File: config.mk
export PLATFORM = sky130hd
export DESIGN_NAME = fepg_cordic_cell
export DESIGN_NICKNAME = d
export VERILOG_FILES = /design/src/design/focal_ellipse_point_generator_defines.svh /design/src/design/fepg_pkg.sv /design/src/design/fepg_cordic_cell.sv
export SDC_FILE = /design/constraint.sdc
export NUM_CORES = 1
export LEC_CHECK = 0
export ABC_AREA = 1
export BUFFER_PORTS_ARGS = -buffer_cell sky130_fd_sc_hd__clkbuf_2
export CORE_ASPECT_RATIO = 1.2
export CORE_MARGIN = 4
export CORE_UTILIZATION = 30
export DETAILED_ROUTE_END_ITERATION = 16
export PLACE_DENSITY_LB_ADDON = 0.3
export SYNTH_ARGS = -nofsm -noshare
export SYNTH_HDL_FRONTEND = slang
export SYNTH_SLANG_ARGS = --single-unit
File: constraint.sdc
create_clock -name i_clk -period 14 [get_ports i_clk]
set_input_delay 2.8 -clock i_clk [delete_from_list [all_inputs] [get_ports i_clk]]
set_output_delay 2.8 -clock i_clk [all_outputs]
set_load 0.02 [all_outputs]
File: src/design/focal_ellipse_point_generator_defines.svh
// Assertion macros used by the ellipse point generator top level.
`ifndef FOCAL_ELLIPSE_POINT_GENERATOR_DEFINES_SVH
`define FOCAL_ELLIPSE_POINT_GENERATOR_DEFINES_SVH

// Same-cycle implication, sampled on i_clk, off while i_rst_n is low
`define FEPG_ASSERT_IMP(label, ante, cons, msg) \
    label: assert property (@(posedge i_clk) disable iff (!i_rst_n) (ante) |-> (cons)) \
        else $error(msg);

// Next-cycle implication, sampled on i_clk, off while i_rst_n is low
`define FEPG_ASSERT_NXT(label, ante, cons, msg) \
    label: assert property (@(posedge i_clk) disable iff (!i_rst_n) (ante) |=> (cons)) \
        else $error(msg);

`endif

File: src/design/fepg_pkg.sv
// Shared types, widths, constants and helper functions of the ellipse point generator.
`timescale 1ns / 1ps
package fepg_pkg;

    localparam int MAX_SEGMENTS  = 4096;
    localparam int CORDIC_STAGES = 16;

    localparam int IDX_W   = 12;                // point index
    localparam int N_W     = 13;                // segment count
    localparam int CFG_W   = 16;                // widest register
    localparam int ANG_W   = 16;                // angle in turns
    localparam int OUT_W   = 18;                // Q9.8 outputs
    localparam int QUO_W   = ANG_W + 1;         // quotient / root steps
    localparam int REM_W   = N_W + ANG_W;       // divider remainder
    localparam int SQV_W   = 2 * ANG_W + 1;     // radicand, up to 2^32
    localparam int SQR_W   = 2 * ANG_W + 2;     // root accumulator
    localparam int DS_IDX_W = $clog2(QUO_W);
    localparam int CS_IDX_W = $clog2(CORDIC_STAGES);
    localparam int ATAN_LEN = 24;
    localparam int ATAN_IDX_W = $clog2(ATAN_LEN);
    localparam int VEC_W   = 34;                // CORDIC datapath, Q1.30 plus headroom
    localparam int POST_STAGES = 3;
    localparam int NSTG    = 1 + QUO_W + CORDIC_STAGES + POST_STAGES;

    localparam logic [VEC_W-1:0] INV_GAIN_Q30 = VEC_W'(652032874);

    typedef enum logic [1:0] {
        REG_AXIS = 2'd0,
        REG_ECC  = 2'd1,
        REG_PERI = 2'd2,
        REG_NSEG = 2'd3
    } t_reg_idx;

    typedef struct packed {
        logic signed [VEC_W-1:0] x;
        logic signed [VEC_W-1:0] y;
        logic signed [VEC_W-1:0] z;
    } t_cvec;

    typedef struct packed {
        logic        flip;
        t_cvec       vec;
    } t_cinit;

    typedef struct packed {
        logic [REM_W-1:0] rem;
        logic [QUO_W-1:0] quo;
        logic [SQV_W-1:0] v;
        logic [SQR_W-1:0] r;
    } t_ds;

    // Arctangent of 2^-k in 32-bit turns
    function automatic logic [31:0] fepg_atan(input logic [ATAN_IDX_W-1:0] k);
        logic [31:0] a;
        case (k)
            5'd0:    a = 32'h20000000;
            5'd1:    a = 32'h12E4051E;
            5'd2:    a = 32'h09FB385B;
            5'd3:    a = 32'h051111D4;
            5'd4:    a = 32'h028B0D43;
            5'd5:    a = 32'h0145D7E1;
            5'd6:    a = 32'h00A2F61E;
            5'd7:    a = 32'h00517C55;
            5'd8:    a = 32'h0028BE53;
            5'd9:    a = 32'h00145F2F;
            5'd10:   a = 32'h000A2F98;
            5'd11:   a = 32'h000517CC;
            5'd12:   a = 32'h00028BE6;
            5'd13:   a = 32'h000145F3;
            5'd14:   a = 32'h0000A2FA;
            5'd15:   a = 32'h0000517D;
            5'd16:   a = 32'h000028BE;
            5'd17:   a = 32'h0000145F;
            5'd18:   a = 32'h00000A30;
            5'd19:   a = 32'h00000518;
            5'd20:   a = 32'h0000028C;
            5'd21:   a = 32'h00000146;
            5'd22:   a = 32'h000000A3;
            5'd23:   a = 32'h00000051;
            default: a = 32'h0;
        endcase
        return a;
    endfunction

    // Fold the angle into the right half plane and build the start vector
    function automatic t_cinit fepg_cordic_init(input logic [ANG_W-1:0] ang);
        t_cinit           c;
        logic [ANG_W-1:0] sum;
        logic [ANG_W-1:0] ang2;
        sum  = ang + ANG_W'(1 << (ANG_W - 2));
        c.flip = sum[ANG_W-1];
        ang2 = ang ^ {c.flip, {(ANG_W-1){1'b0}}};
        c.vec.x = $signed(INV_GAIN_Q30);
        c.vec.y = '0;
        c.vec.z = VEC_W'($signed({ang2, {(32-ANG_W){1'b0}}}));
        return c;
    endfunction

endpackage

File: src/design/fepg_cordic_cell.sv
// One rotation-mode CORDIC micro-rotation with its output register.
`timescale 1ns / 1ps
module fepg_cordic_cell
    import fepg_pkg::*;
(
    input  logic                i_clk,
    input  logic                i_en,
    input  logic [CS_IDX_W-1:0] i_stage,
    input  t_cvec               i_vec,
    output t_cvec               o_vec
);

    t_cvec                   r_vec;
    t_cvec                   n_vec;
    logic signed [VEC_W-1:0] w_dx;
    logic signed [VEC_W-1:0] w_dy;
    logic signed [VEC_W-1:0] w_atan;

    // Rotate toward zero residual angle
    always_comb begin
        w_dx   = i_vec.y >>> i_stage;
        w_dy   = i_vec.x >>> i_stage;
        w_atan = $signed(VEC_W'(fepg_atan(ATAN_IDX_W'(i_stage))));
        if (!i_vec.z[VEC_W-1]) begin
            n_vec.x = i_vec.x - w_dx;
            n_vec.y = i_vec.y + w_dy;
            n_vec.z = i_vec.z - w_atan;
        end else begin
            n_vec.x = i_vec.x + w_dx;
            n_vec.y = i_vec.y - w_dy;
            n_vec.z = i_vec.z + w_atan;
        end
    end

    // Advance with the pipeline
    always_ff @(posedge i_clk) begin
        if (i_en) begin
            r_vec <= n_vec;
        end
    end

    assign o_vec = r_vec;

endmodule

Word-level counts from Yosys, hierarchy flattened
Memory sizes are Yosys's and may differ from the RTL's.
Index checks and enable logic that the tools add are counted.
{"block": "word_totals", "word_cells": 13, "mem_count": 1, "out_inout_bits": 102, "input_bits": 108, "reg_bits": 102, "romBits": 480}
{"block": "op_classes", "muxes": 1, "add_sub_neg": 6, "n_shift": 2}
{"name": "(no name shown)", "depth": 16, "word_bits": 30, "rd": 1, "rd_ports_with_merged_regs": 0, "write_ports": 0, "line": "fepg_pkg.sv:55", "rtl": "case (k)"}
{"op": "$mux W102", "n": 1}
{"op": "$add A34 B34 Y34", "n": 2}
{"op": "$sshr A34 B4 Y34", "n": 2}
{"op": "$sub A34 B34 Y34", "n": 2}
{"op": "$add A34 B33 Y34", "n": 1}
{"op": "$sub A34 B33 Y34", "n": 1}

Logic depth before layout (Yosys ltp)
{"block": "logic_depth", "word_depth": 3, "ltp_mapped": 32, "mapped_depth_nobuf": 29}

Least setup slack after synthesis
Ideal clock, no wire load.
{"block": "synth_timing", "path_kind": "input-to-reg", "from": "in i_stage[0]", "to": "reg r_vec, in the netlist o_vec[33] (data pin)", "path_slack_ps": 7490, "t_arrival_ps": 6254, "path_buffers": 3, "setup_ps": 256, "required_ps": 13744, "stages": 29, "cell_sequence": "buf_6 inv_4 buf_6 buf_6 ha_1 nand2_1 nand2_1 nand2_1 o21ai_1 a21oi_2 ha_1 nand3_1 nor2_1 nand2_1 nor2_1 nand3_1 nand2_2 nand2_2 xor2_1 ha_1 nand2_1 nor4_1 nand3_1 nand3_1 nand2_1 o211ai_1 nand2_1 nand2_1 a21oi_1"}
{"item": "from (decl)", "line": "fepg_cordic_cell.sv:8", "rtl": "input logic [CS_IDX_W-1:0] i_stage,"}
{"item": "to (signal assigned)", "line": "fepg_cordic_cell.sv:38", "rtl": "r_vec <= n_vec;"}
{"item": "to (decl)", "line": "fepg_cordic_cell.sv:13", "rtl": "t_cvec r_vec;"}

==> key figures <==
Run status
  – Status: completed

Clock tree
  – Cts hold-fix bufs: 0
  – Post-CTS setup buffer count: 0
  – Post-CTS sizing: 0
  – CTS Root Cell: clkbuf_16
  – # H-tree levels: 3
  – TritonCTS buffer count: 9
  – Clock sink count: 102
  – CTS tree: done
  – CTS clk-pin slew, worst paths: 0.08 ns
  – Deepest clock path buffer count: 2

Power
  – Power Density: 107 nW/um2
  – Clock power share: between 15 and 20%
  – Switching share of power: 47.2%
  – Pint: ~930 uW
  – Comb power frac: a little under three fifths
  – VDD IR max: 0.0000514 V
  – P_leak: 0.00794 uW
  – Psw: 836 uW
  – Reg power frac: 27.3%

Setup path
  – CP Cell Sequence: clkbuf_2 > buf_4 > inv_2 > buf_4 > nand2_2 > nor2_1 > nand2_1 > nand3_1 > nand2_1 > ha_1 > nand3_2 > nor2_2 > nor2_1 > a21oi_1 > xnor2_1 > ha_1 > nand2_1 > nor2_1 > nand4_1 > o211ai_1 > a21oi_1 > o21ai_0 > a21oi_1 > xnor2_1
  – Worst Path Required: 14.15 ns
  – Critical path endpoint category: flip-flop
  – Crit Path Class: in -> reg
  – Startpoint types: input port
  – Worst EP arrival: about 8.1 ns
  – Worst Path Max Fanout: 78
  – Slowest CP cell: buf_4
  – CP peak stage delay: roughly 0.63 ns

Cells and area
  – Synth-to-Final Area Change: 12.0%
  – Largest register FFs: 102
  – Post-Layout Inst Area: approximately 17,000 um2
  – # diodes: 0
  – Fraction of final layout cells with drive strength greater than 1: 12.6%
  – Fin nets: 2,678

Synth
  – Top-count cell post-synth: nand2_1
  – Post-synth EDFFs: 102
  – Register area share after synthesis: between 20% and 30%
  – Share of the synthesized area in the top cell type: 20.8%
  – Mapped Nets: roughly 2,500
  – Top cells by area, synth: edfxtp_1 21%, nand2_1 17%, nand3_1 13%
  – Yosys warns: 0
  – Synth cell count leaders: 654 x nand2_1, 385 x nand3_1, 201 x nor2_1
  – FF+latch count, synth: 102
  – Avg Cell Area, Syn: 6.41 um2
  – Synthesized cell area: 14,700 um2
  – FFs w/ async S/R, synth: 0%
  – Top FF cell, synth: edfxtp_1
  – Synth area leader: edfxtp_1
  – Synth cell types: 50
  – Mapped Cells: 2,300

Floorplanning
  – Die Wd: 210 um
  – Boundary pin count: 210
  – Chip height: 251 um
  – Initial core utilization: 30.5%
  – Core area: a little under 50,000 um2
  – Die area: around 53,000 um2
  – Num rows: 88

Detailed routing
  – Routed wire length per instance: ~18 um
  – Vias: 15,900
  – Drt total wl: between 50,000 and 60,000 um
  – ANT nets after route: 0
  – DR iter-0 viols: 1,326
  – Residual DRC: 0
  – TritonRoute pass-1 iters: 7
  – Avg Vias per Cell: 5.15

Placement
  – DP HPWL: 45,200 um
  – Port bufs: 209
  – Routability cong.: 0.932
  – Area after DPL: roughly 16,000 um2

Global routing
  – Initial antenna violation count: 0
  – Global-route wire length before repair: about 83,000 um
  – Gr usage total: 19.9%
  – Vias in the first global route: 15,200
  – Largest net degree at the start of global routing: 89
  – Total global routing overflow: 0

STA
  – RSZ-0062 raised after global routing: false
  – Fmax: 126 MHz
  – Worst-Margin Slew: 0.912 ns
  – Final Cycle Share: 56.8%
  – Slew margin rel.: approximately two fifths
  – Max Slew Vio Count: 0
  – Setup Viol. Count Final: 0
  – Final Hold Viols: 0
  – Period minus WS final: 7.95 ns
  – Setup_tns: 0 ns

Job
  – # Max-Cap Violations: 0

Hold path
  – Min-delay worst type: in -> reg
[metal layers]
layer,up-vias,GRT usage [%],wire (um)
li1,8042,-,-
met1,7277,23.3,22000
met2,497,35.3,26900
met3,98,3.07,2750
met4,0,9.75,2900
met5,-,0,0
[worst paths after layout]
check,slack [ns],to,start,cells after the start
hold / removal,2.72,o_vec[0],i_vec[0],2
setup / recovery,6.05,o_vec[55],i_stage[2],24
[placed cells by master, fill, tap and decap left out, types with 9 or more instances in the layout]
cell type / n
xor2_1: 101
nand2_2: 20
nand4_1: 15
nor2_2: 16
nand3_1: 385
o21ai_0: 81
buf_4: 10
xnor2_1: 67
o21ai_2: 13
a21o_1: 18
nand2_1: 654
clkbuf_16: 9
o21bai_1: 11
edfxtp_1: 102
inv_2: 9
a31oi_1: 11
nor3_1: 17
inv_1: 187
ha_1: 110
o21ai_1: 11
nor2_1: 201
clkbuf_2: 208
a21oi_1: 133
[power groups by stage]
stage	registers, uW	logic, uW	clock network, uW
detailed placement	492	1010	0
global placement	489	1010	0
global route	491	1120	302
floorplan	597	601	0
CTS	485	1010	294
finish	482	1010	279
[critical path, delay by kind of cell]
kind	cells	cell delay, ns
buffers and inverters	4	1.60
AND/OR/NAND/NOR	11	1.43
AO/OA/AOI/OAI	5	1.35
adder cells (fa/ha/maj)	2	0.56
XOR/XNOR	2	0.28
[cells by family (layout without fill, tap and decap cells)]
family                     count (synthesis)  count (layout)  synth area share [%]
AOI/OAI and AO/OA                        310             310                  12.2
DFF                                      102             102                  20.8
buffers and inverters                    270             432                  8.17
and+or+nand+nor                         1337            1337                  39.2
adders and majority gates                113             113                  9.74
xor gates and xnor gates                 168             168                  9.98
[through the flow]
step / utilization (%) / total power [uW] / setup WS, ns / cells / hold WS, ns
2_1_floorplan: - / 1200 / 7.49 / 2300 / 2.91
3_3_place_gp: 33.5 / 1500 / 5.63 / 3076 / 3.12
3_5_place_dp: 33.5 / 1500 / 5.56 / 3076 / 3.12
4_1_cts: 34.1 / 1790 / 6.01 / 3092 / 2.68
5_1_grt: 34.1 / 1910 / 5.54 / 3092 / 2.70
6_report: 34.1 / 1770 / 6.05 / 3092 / 2.72
[layout make-up]
class                           count  area (um2)
Fill cell                        5352       31800
Clock buffer                        9         225
Inverter                          198         748
Tap cell                          630         788
Timing Repair Buffer              218        1120
Clock inverter                      7        90.1
Multi-Input combinational cell   1928       10500
Sequential cell                   102        3060
Note: power is estimated with default switching activity, not from simulation.
