### config.mk
export PLATFORM = sky130hd
export DESIGN_NAME = fepg_divsqrt_cell
export DESIGN_NICKNAME = d
export VERILOG_FILES = /design/src/design/focal_ellipse_point_generator_defines.svh /design/src/design/fepg_pkg.sv /design/src/design/fepg_divsqrt_cell.sv
export SDC_FILE = /design/constraint.sdc
export NUM_CORES = 1
export LEC_CHECK = 0
export BUFFER_PORTS_ARGS = -buffer_cell sky130_fd_sc_hd__buf_4
export CORE_MARGIN = 3
export CORE_UTILIZATION = 37
export CTS_BUF_LIST = sky130_fd_sc_hd__clkbuf_8
export DETAILED_ROUTE_END_ITERATION = 10
export PLACE_DENSITY_LB_ADDON = 0.12
export RECOVER_POWER = 100
export SYNTH_ARGS = -nofsm -noshare
export SYNTH_HDL_FRONTEND = slang
export SYNTH_SLANG_ARGS = --single-unit
### constraint.sdc
create_clock -name i_clk -period 9 [get_ports i_clk]
set_input_delay 0.9 -clock i_clk [delete_from_list [all_inputs] [get_ports i_clk]]
set_output_delay 0.9 -clock i_clk [all_outputs]
set_load 0.01 [all_outputs]
### src/design/focal_ellipse_point_generator_defines.svh
// Assertion macros used by the ellipse point generator top level.
`ifndef FOCAL_ELLIPSE_POINT_GENERATOR_DEFINES_SVH
`define FOCAL_ELLIPSE_POINT_GENERATOR_DEFINES_SVH

// Same-cycle implication, sampled on i_clk, off while i_rst_n is low
`define FEPG_ASSERT_IMP(label, ante, cons, msg) \
    label: assert property (@(posedge i_clk) disable iff (!i_rst_n) (ante) |-> (cons)) \
        else $error(msg);

// Next-cycle implication, sampled on i_clk, off while i_rst_n is low
`define FEPG_ASSERT_NXT(label, ante, cons, msg) \
    label: assert property (@(posedge i_clk) disable iff (!i_rst_n) (ante) |=> (cons)) \
        else $error(msg);

`endif

### src/design/fepg_pkg.sv
// Shared types, widths, constants and helper functions of the ellipse point generator.
`timescale 1ns / 1ps
package fepg_pkg;

    localparam int MAX_SEGMENTS  = 4096;
    localparam int CORDIC_STAGES = 16;

    localparam int IDX_W   = 12;                // point index
    localparam int N_W     = 13;                // segment count
    localparam int CFG_W   = 16;                // widest register
    localparam int ANG_W   = 16;                // angle in turns
    localparam int OUT_W   = 18;                // Q9.8 outputs
    localparam int QUO_W   = ANG_W + 1;         // quotient / root steps
    localparam int REM_W   = N_W + ANG_W;       // divider remainder
    localparam int SQV_W   = 2 * ANG_W + 1;     // radicand, up to 2^32
    localparam int SQR_W   = 2 * ANG_W + 2;     // root accumulator
    localparam int DS_IDX_W = $clog2(QUO_W);
    localparam int CS_IDX_W = $clog2(CORDIC_STAGES);
    localparam int ATAN_LEN = 24;
    localparam int ATAN_IDX_W = $clog2(ATAN_LEN);
    localparam int VEC_W   = 34;                // CORDIC datapath, Q1.30 plus headroom
    localparam int POST_STAGES = 3;
    localparam int NSTG    = 1 + QUO_W + CORDIC_STAGES + POST_STAGES;

    localparam logic [VEC_W-1:0] INV_GAIN_Q30 = VEC_W'(652032874);

    typedef enum logic [1:0] {
        REG_AXIS = 2'd0,
        REG_ECC  = 2'd1,
        REG_PERI = 2'd2,
        REG_NSEG = 2'd3
    } t_reg_idx;

    typedef struct packed {
        logic signed [VEC_W-1:0] x;
        logic signed [VEC_W-1:0] y;
        logic signed [VEC_W-1:0] z;
    } t_cvec;

    typedef struct packed {
        logic        flip;
        t_cvec       vec;
    } t_cinit;

    typedef struct packed {
        logic [REM_W-1:0] rem;
        logic [QUO_W-1:0] quo;
        logic [SQV_W-1:0] v;
        logic [SQR_W-1:0] r;
    } t_ds;

    // Arctangent of 2^-k in 32-bit turns
    function automatic logic [31:0] fepg_atan(input logic [ATAN_IDX_W-1:0] k);
        logic [31:0] a;
        case (k)
            5'd0:    a = 32'h20000000;
            5'd1:    a = 32'h12E4051E;
            5'd2:    a = 32'h09FB385B;
            5'd3:    a = 32'h051111D4;
            5'd4:    a = 32'h028B0D43;
            5'd5:    a = 32'h0145D7E1;
            5'd6:    a = 32'h00A2F61E;
            5'd7:    a = 32'h00517C55;
            5'd8:    a = 32'h0028BE53;
            5'd9:    a = 32'h00145F2F;
            5'd10:   a = 32'h000A2F98;
            5'd11:   a = 32'h000517CC;
            5'd12:   a = 32'h00028BE6;
            5'd13:   a = 32'h000145F3;
            5'd14:   a = 32'h0000A2FA;
            5'd15:   a = 32'h0000517D;
            5'd16:   a = 32'h000028BE;
            5'd17:   a = 32'h0000145F;
            5'd18:   a = 32'h00000A30;
            5'd19:   a = 32'h00000518;
            5'd20:   a = 32'h0000028C;
            5'd21:   a = 32'h00000146;
            5'd22:   a = 32'h000000A3;
            5'd23:   a = 32'h00000051;
            default: a = 32'h0;
        endcase
        return a;
    endfunction

    // Fold the angle into the right half plane and build the start vector
    function automatic t_cinit fepg_cordic_init(input logic [ANG_W-1:0] ang);
        t_cinit           c;
        logic [ANG_W-1:0] sum;
        logic [ANG_W-1:0] ang2;
        sum  = ang + ANG_W'(1 << (ANG_W - 2));
        c.flip = sum[ANG_W-1];
        ang2 = ang ^ {c.flip, {(ANG_W-1){1'b0}}};
        c.vec.x = $signed(INV_GAIN_Q30);
        c.vec.y = '0;
        c.vec.z = VEC_W'($signed({ang2, {(32-ANG_W){1'b0}}}));
        return c;
    endfunction

endpackage

### src/design/fepg_divsqrt_cell.sv
// One restoring-divide step for the angle and one square-root step for sqrt(1-e^2).
`timescale 1ns / 1ps
module fepg_divsqrt_cell
    import fepg_pkg::*;
(
    input  logic                i_clk,
    input  logic                i_en,
    input  logic [DS_IDX_W-1:0] i_stage,
    input  logic [N_W-1:0]      i_nseg,
    input  t_ds                 i_ds,
    output t_ds                 o_ds
);

    t_ds                 r_ds;
    t_ds                 n_ds;
    logic [DS_IDX_W-1:0] w_k;
    logic [REM_W-1:0]    w_nsh;
    logic                w_qtake;
    logic [SQR_W-1:0]    w_bit;
    logic [SQR_W-1:0]    w_sum;
    logic                w_stake;

    always_comb begin
        w_k = DS_IDX_W'(QUO_W - 1) - i_stage;
        // Divide: subtract the shifted segment count where it fits
        w_nsh   = REM_W'(i_nseg) << w_k;
        w_qtake = i_ds.rem >= w_nsh;
        n_ds.rem = w_qtake ? (i_ds.rem - w_nsh) : i_ds.rem;
        n_ds.quo = {i_ds.quo[QUO_W-2:0], w_qtake};
        // Root: test one bit pair
        w_bit   = SQR_W'(1) << {w_k, 1'b0};
        w_sum   = i_ds.r + w_bit;
        w_stake = SQR_W'(i_ds.v) >= w_sum;
        n_ds.v  = w_stake ? (i_ds.v - w_sum[SQV_W-1:0]) : i_ds.v;
        n_ds.r  = w_stake ? ((i_ds.r >> 1) + w_bit) : (i_ds.r >> 1);
    end

    // Advance with the pipeline
    always_ff @(posedge i_clk) begin
        if (i_en) begin
            r_ds <= n_ds;
        end
    end

    assign o_ds = r_ds;

endmodule

# After elaboration in Yosys (flattened, before gate mapping)
# Cells that the tools add are included.
[word_totals]
output_inout_bits = 113
elab_cells = 17
reg_bits = 113
inputBits = 133
[op_classes]
addsub = 5
shifts = 2
n_lt_le_gt_ge = 2
mux = 3
[op_table]
columns = ["cell", "n"]
rows = [
  ["two-way mux 33 bit", 2],
  ["adder 33 x 34 -> 34 bit", 1],
  ["adder 34 bit", 1],
  ["greater-or-equal comparator 33 x 34 -> 1 bit", 1],
  ["left shift 1 x 6 -> 34 bit, first input constant", 1],
  ["subtractor 33 bit", 1],
  ["greater-or-equal comparator 29 bit", 1],
  ["two-way mux 29 bit", 1],
  ["left shift 13 x 5 -> 29 bit", 1],
  ["subtractor 29 bit", 1],
  ["subtractor 5 bit, first input constant", 1],
]

# Depth between registers and ports, before layout
[depth]
word_depth = 5
depth_mapped = 32
depth_no_buf = 28

# Worst setup path before layout
# No wires, ideal clock.
[synth_timing]
kind = "input to register"
start = "in i_stage[0]"
end = "reg r_ds (netlist bit o_ds[28]) (data pin)"
setup_time_ns = 0.259
path_buffers = 3
path_slack_ns = 1.668
arrival_ns = 7.073
stages = 27
path_cell_list = "buf_1 -> inv_1 -> ha_1 -> nor4bb_1 -> a21oi_1 -> nor2b_1 -> ha_1 -> a31oi_1 -> nor2_1 -> o21ai_0 -> a21boi_0 -> o21ai_0 -> a31oi_1 -> a21oi_1 -> o21ai_0 -> xor2_1 -> ha_1 -> a21o_1 -> a211oi_1 -> and2_1 -> or4bb_1 -> o21a_1 -> o31ai_1 -> o31ai_2 -> buf_4 -> buf_2 -> o31a_1"
[synth_lines]
columns = ["item", "line", "rtl"]
rows = [
  ["start: declaration", "fepg_divsqrt_cell.sv:8", "input logic [DS_IDX_W-1:0] i_stage,"],
  ["end signal: assignment", "fepg_divsqrt_cell.sv:41", "r_ds <= n_ds;"],
  ["end: declaration", "fepg_divsqrt_cell.sv:14", "t_ds r_ds;"],
]

==> flow_summary.json <==
{
  "drive_above_1_share_pct": 15.3,
  "tritoncts": "yes",
  "die_w_um": 175,
  "pin_count": 246,
  "num_rows": 61,
  "status": "finished with violations",
  "setup.worst_path.start_class": "primary input",
  "slew_viol_final": 146,
  "clockBufferDepth": 2,
  "die_y_um": 175,
  "worst-path-max-fanout": 50,
  "grt_max_degree": 70,
  "multiInputGateArea_sq_um": 6900,
  "grt_pass1_wl_um": 49000,
  "seq_area_frac_synth_pct": 32.0,
  "firstDrtPassIters": 5,
  "hp-start": "i_ds[79]",
  "antenna_left": 0,
  "cts.repair.resized": 0,
  "ff_latch_area_sq_um": 3390,
  "finalNetCount": 1650,
  "rsz0062_at_grt": "no",
  "cts_made_buffers": 17,
  "leakage_nw": 5.28,
  "gp_congestion": 0.958,
  "first_global_vias": 9053,
  "avgRoutedWirePerCell_um": 17.5,
  "crit_type": "primary input to flop",
  "failed_checks": "capacitance limit, slew limit",
  "ys_warn_count": 0,
  "setup_violations": 0,
  "antennaDiodeCount": 0,
  "maxCapViolCount": 3,
  "synth_area_per_cell_sq_um": 9.06,
  "dp.cells": 1775,
  "cp.required_ns": 9.18,
  "whs_path_depth": 1,
  "hpwlAfterDp_um": 25200,
  "routed-wl-met3_um": 2440,
  "ir_drop_uv": 73.5,
  "ys_seq_elements": 113,
  "largest_reg_flops": 113,
  "netlist_instances": 1172,
  "vias_per_cell": 5.35,
  "htreeDepth": 4,
  "setup_tns_ns": 0,
  "coreArea_sq_um": 28000,
  "die_area_sq_um": 30800,
  "vias": 9674,
  "worst_setup_path_end_kind": "flop",
  "synth_cell_types": 71,
  "worstMarginPinSlew_ns": 3.68,
  "met2WireLength_um": 13700,
  "route.detailed.drc": 0,
  "initial_core_util_pct": 37.9,
  "finalNonFillerCells": 1807,
  "cts_setup_buffers": 0,
  "ctsRootBufferMaster": "clkbuf_8",
  "max-slew-margin-rel_pct": -145,
  "top_layer": "met5",
  "post-route-util_pct": 46.0,
  "antenna_found_initial": 1,
  "synth-main-ff-cell": "edfxtp_1",
  "wl_met1_um": 15300,
  "whs_ns": 0.650,
  "fill_cells": 2870,
  "syn_area_sq_um": 10600,
  "cp.arrival_ns": 8.19,
  "final.period_utilization_pct": 89.0,
  "gr-total-overflow": 0,
  "synth-async-reset-ratio_pct": 0,
  "min_period_ns": 8.01,
  "cts_hold_buf": 0,
  "grt_use_total_pct": 20.0,
  "drt-initial-drc-count": 661,
  "clk_pin_slew_worst_paths_ns": 0.09,
  "wirelength_um": 31700,
  "hold_class": "primary input to flop",
  "io_buffers": 244,
  "fmax_mhz": 125,
  "clock_sinks": 113,
  "areaGrowthSynthToFinish_pct": 21.3,
  "p_total_mw": 2.01,
  "synth_nets": 1406,
  "synth_edf_count": 113,
  "final_hold_viol_count": 0,
  "min_to": "o_ds[80]$_DFFE_PP_",
  "p_per_area_nw_per_um2": 156
}
==> power breakdown <==
part / switching (mW) / leakage, nW / internal [mW]
registers: 0.0202 / 1.10 / 0.682
logic: 0.433 / 3.95 / 0.315
clock network: 0.273 / 0.220 / 0.284
total: 0.727 / 5.28 / 1.28
==> critical path: stages <==
cell and delay, ns:
buf_4 0.20, inv_1 0.24, ha_1 0.34, nor2b_1 0.37, nor2b_1 0.28, xor2_1 0.09, clkbuf_1 0.22, nor2_1 0.45
and3_1 0.35, ha_1 0.29, and2_0 0.19, a21o_1 0.21, or3_1 0.31, a211oi_1 0.45, nor2_1 0.15, a31oi_1 0.22
xor2_1 0.11, ha_1 0.38, and3_1 0.21, or4bb_1 0.51, o21a_1 0.21, o31ai_1 0.33, o31ai_2 0.47, buf_12 0.34
mux2_1 0.32
==> metrics by stage <==
stage / setup WS [ns] / instance area (sq um)
final: 0.993 / 12900
after global routing: 0.401 / 12900
after CTS: 1.17 / 13300
after detailed placement: 0.707 / 12900
after global placement: 0.805 / 12900
after floorplan: 1.67 / 10600
==> cells in the final DEF, fill, tap and decap left out, drive strengths merged, types with 11 or more instances in the layout <==
master	instances
clkbuf	150
nand2	135
buf	125
edfxtp	113
ha	99
o21ai	94
a21oi	82
nor2	81
xnor2	62
xor2	59
inv	50
a31oi	33
a21o	33
mux2	33
nand3	26
o21bai	18
mux2i	17
nor2b	16
nand2b	15
a211oi	15
nor3	14
and3	14
nand4	13
and2	13
o21a	11
==> Yosys cell counts (5+ instances only) <==
| master | number | area share (%) |
|---|---|---|
| nand2_1 | 135 | 4.8 |
| edfxtp_1 | 113 | 32 |
| ha_1 | 99 | 12 |
| o21ai_0 | 84 | 4.0 |
| a21oi_1 | 82 | 3.9 |
| nor2_1 | 80 | 2.8 |
| xnor2_1 | 62 | 5.1 |
| xor2_1 | 59 | 4.9 |
| inv_1 | 43 | 1.5 |
| a21o_1 | 33 | 2.3 |
| a31oi_1 | 33 | 1.9 |
| mux2_2 | 30 | 3.2 |
| nand3_1 | 26 | 1.2 |
| o21bai_1 | 18 | 1.3 |
| clkbuf_1 | 17 | 0.60 |
| mux2i_1 | 17 | 1.6 |
| nor2b_1 | 16 | 0.94 |
| nand2b_1 | 15 | 0.88 |
| a211oi_1 | 14 | 0.99 |
| and3_1 | 14 | 0.83 |
| nor3_1 | 14 | 0.66 |
| and2_1 | 13 | 0.77 |
| nand4_1 | 13 | 0.77 |
| o21a_1 | 11 | 0.78 |
| o211ai_1 | 10 | 0.71 |
| o21ai_1 | 10 | 0.47 |
| a22oi_1 | 8 | 0.57 |
| a21boi_0 | 7 | 0.50 |
| a31o_2 | 7 | 0.58 |
| buf_4 | 7 | 0.50 |
| o31a_1 | 7 | 0.58 |
| nor4_1 | 6 | 0.35 |
| buf_2 | 5 | 0.24 |
| mux4_2 | 5 | 1.1 |
==> per-layer routing <==
layer | global-route usage (%) | up-vias
li1 | - | 4870
met1 | 29.0 | 4468
met2 | 30.6 | 317
met3 | 4.63 | 17
met4 | 3.59 | 2
met5 | 0 | -
==> how the worst max path moves through the flow <==
stage,start,endpoint,cells past startpoint,slack (ns)
6_report,i_stage[0],o_ds[47]$_DFFE_PP_,25,0.99
5_1_grt,i_stage[0],o_ds[18]$_DFFE_PP_,25,0.40
4_1_cts,i_stage[0],o_ds[18]$_DFFE_PP_,25,1.17
3_5_place_dp,i_stage[0],o_ds[18]$_DFFE_PP_,25,0.71
3_3_place_gp,i_stage[0],o_ds[35]$_DFFE_PP_,25,0.81
2_1_floorplan,i_stage[0],o_ds[28]$_DFFE_PP_,27,1.67
==> cell families after synthesis <==
kind of cell	share of synthesized area, %
simple gates	15.2
buf+inv	3.08
flops	32.0
mux	6.16
fa+ha+maj	12.2
compound gates	21.4
xor+xnor	9.98
==> area by class of cell <==
type                       count  share of cell area [%]
tap                          378                    3.67
clock inverter                15                    1.53
inverter                      43                    1.25
clock buffer                  17                    1.82
timing repair buffer         258                    11.8
multi-input combinational    983                    53.6
sequential                   113                    26.4
No activity file was read; power rests on OpenSTA's default activity.
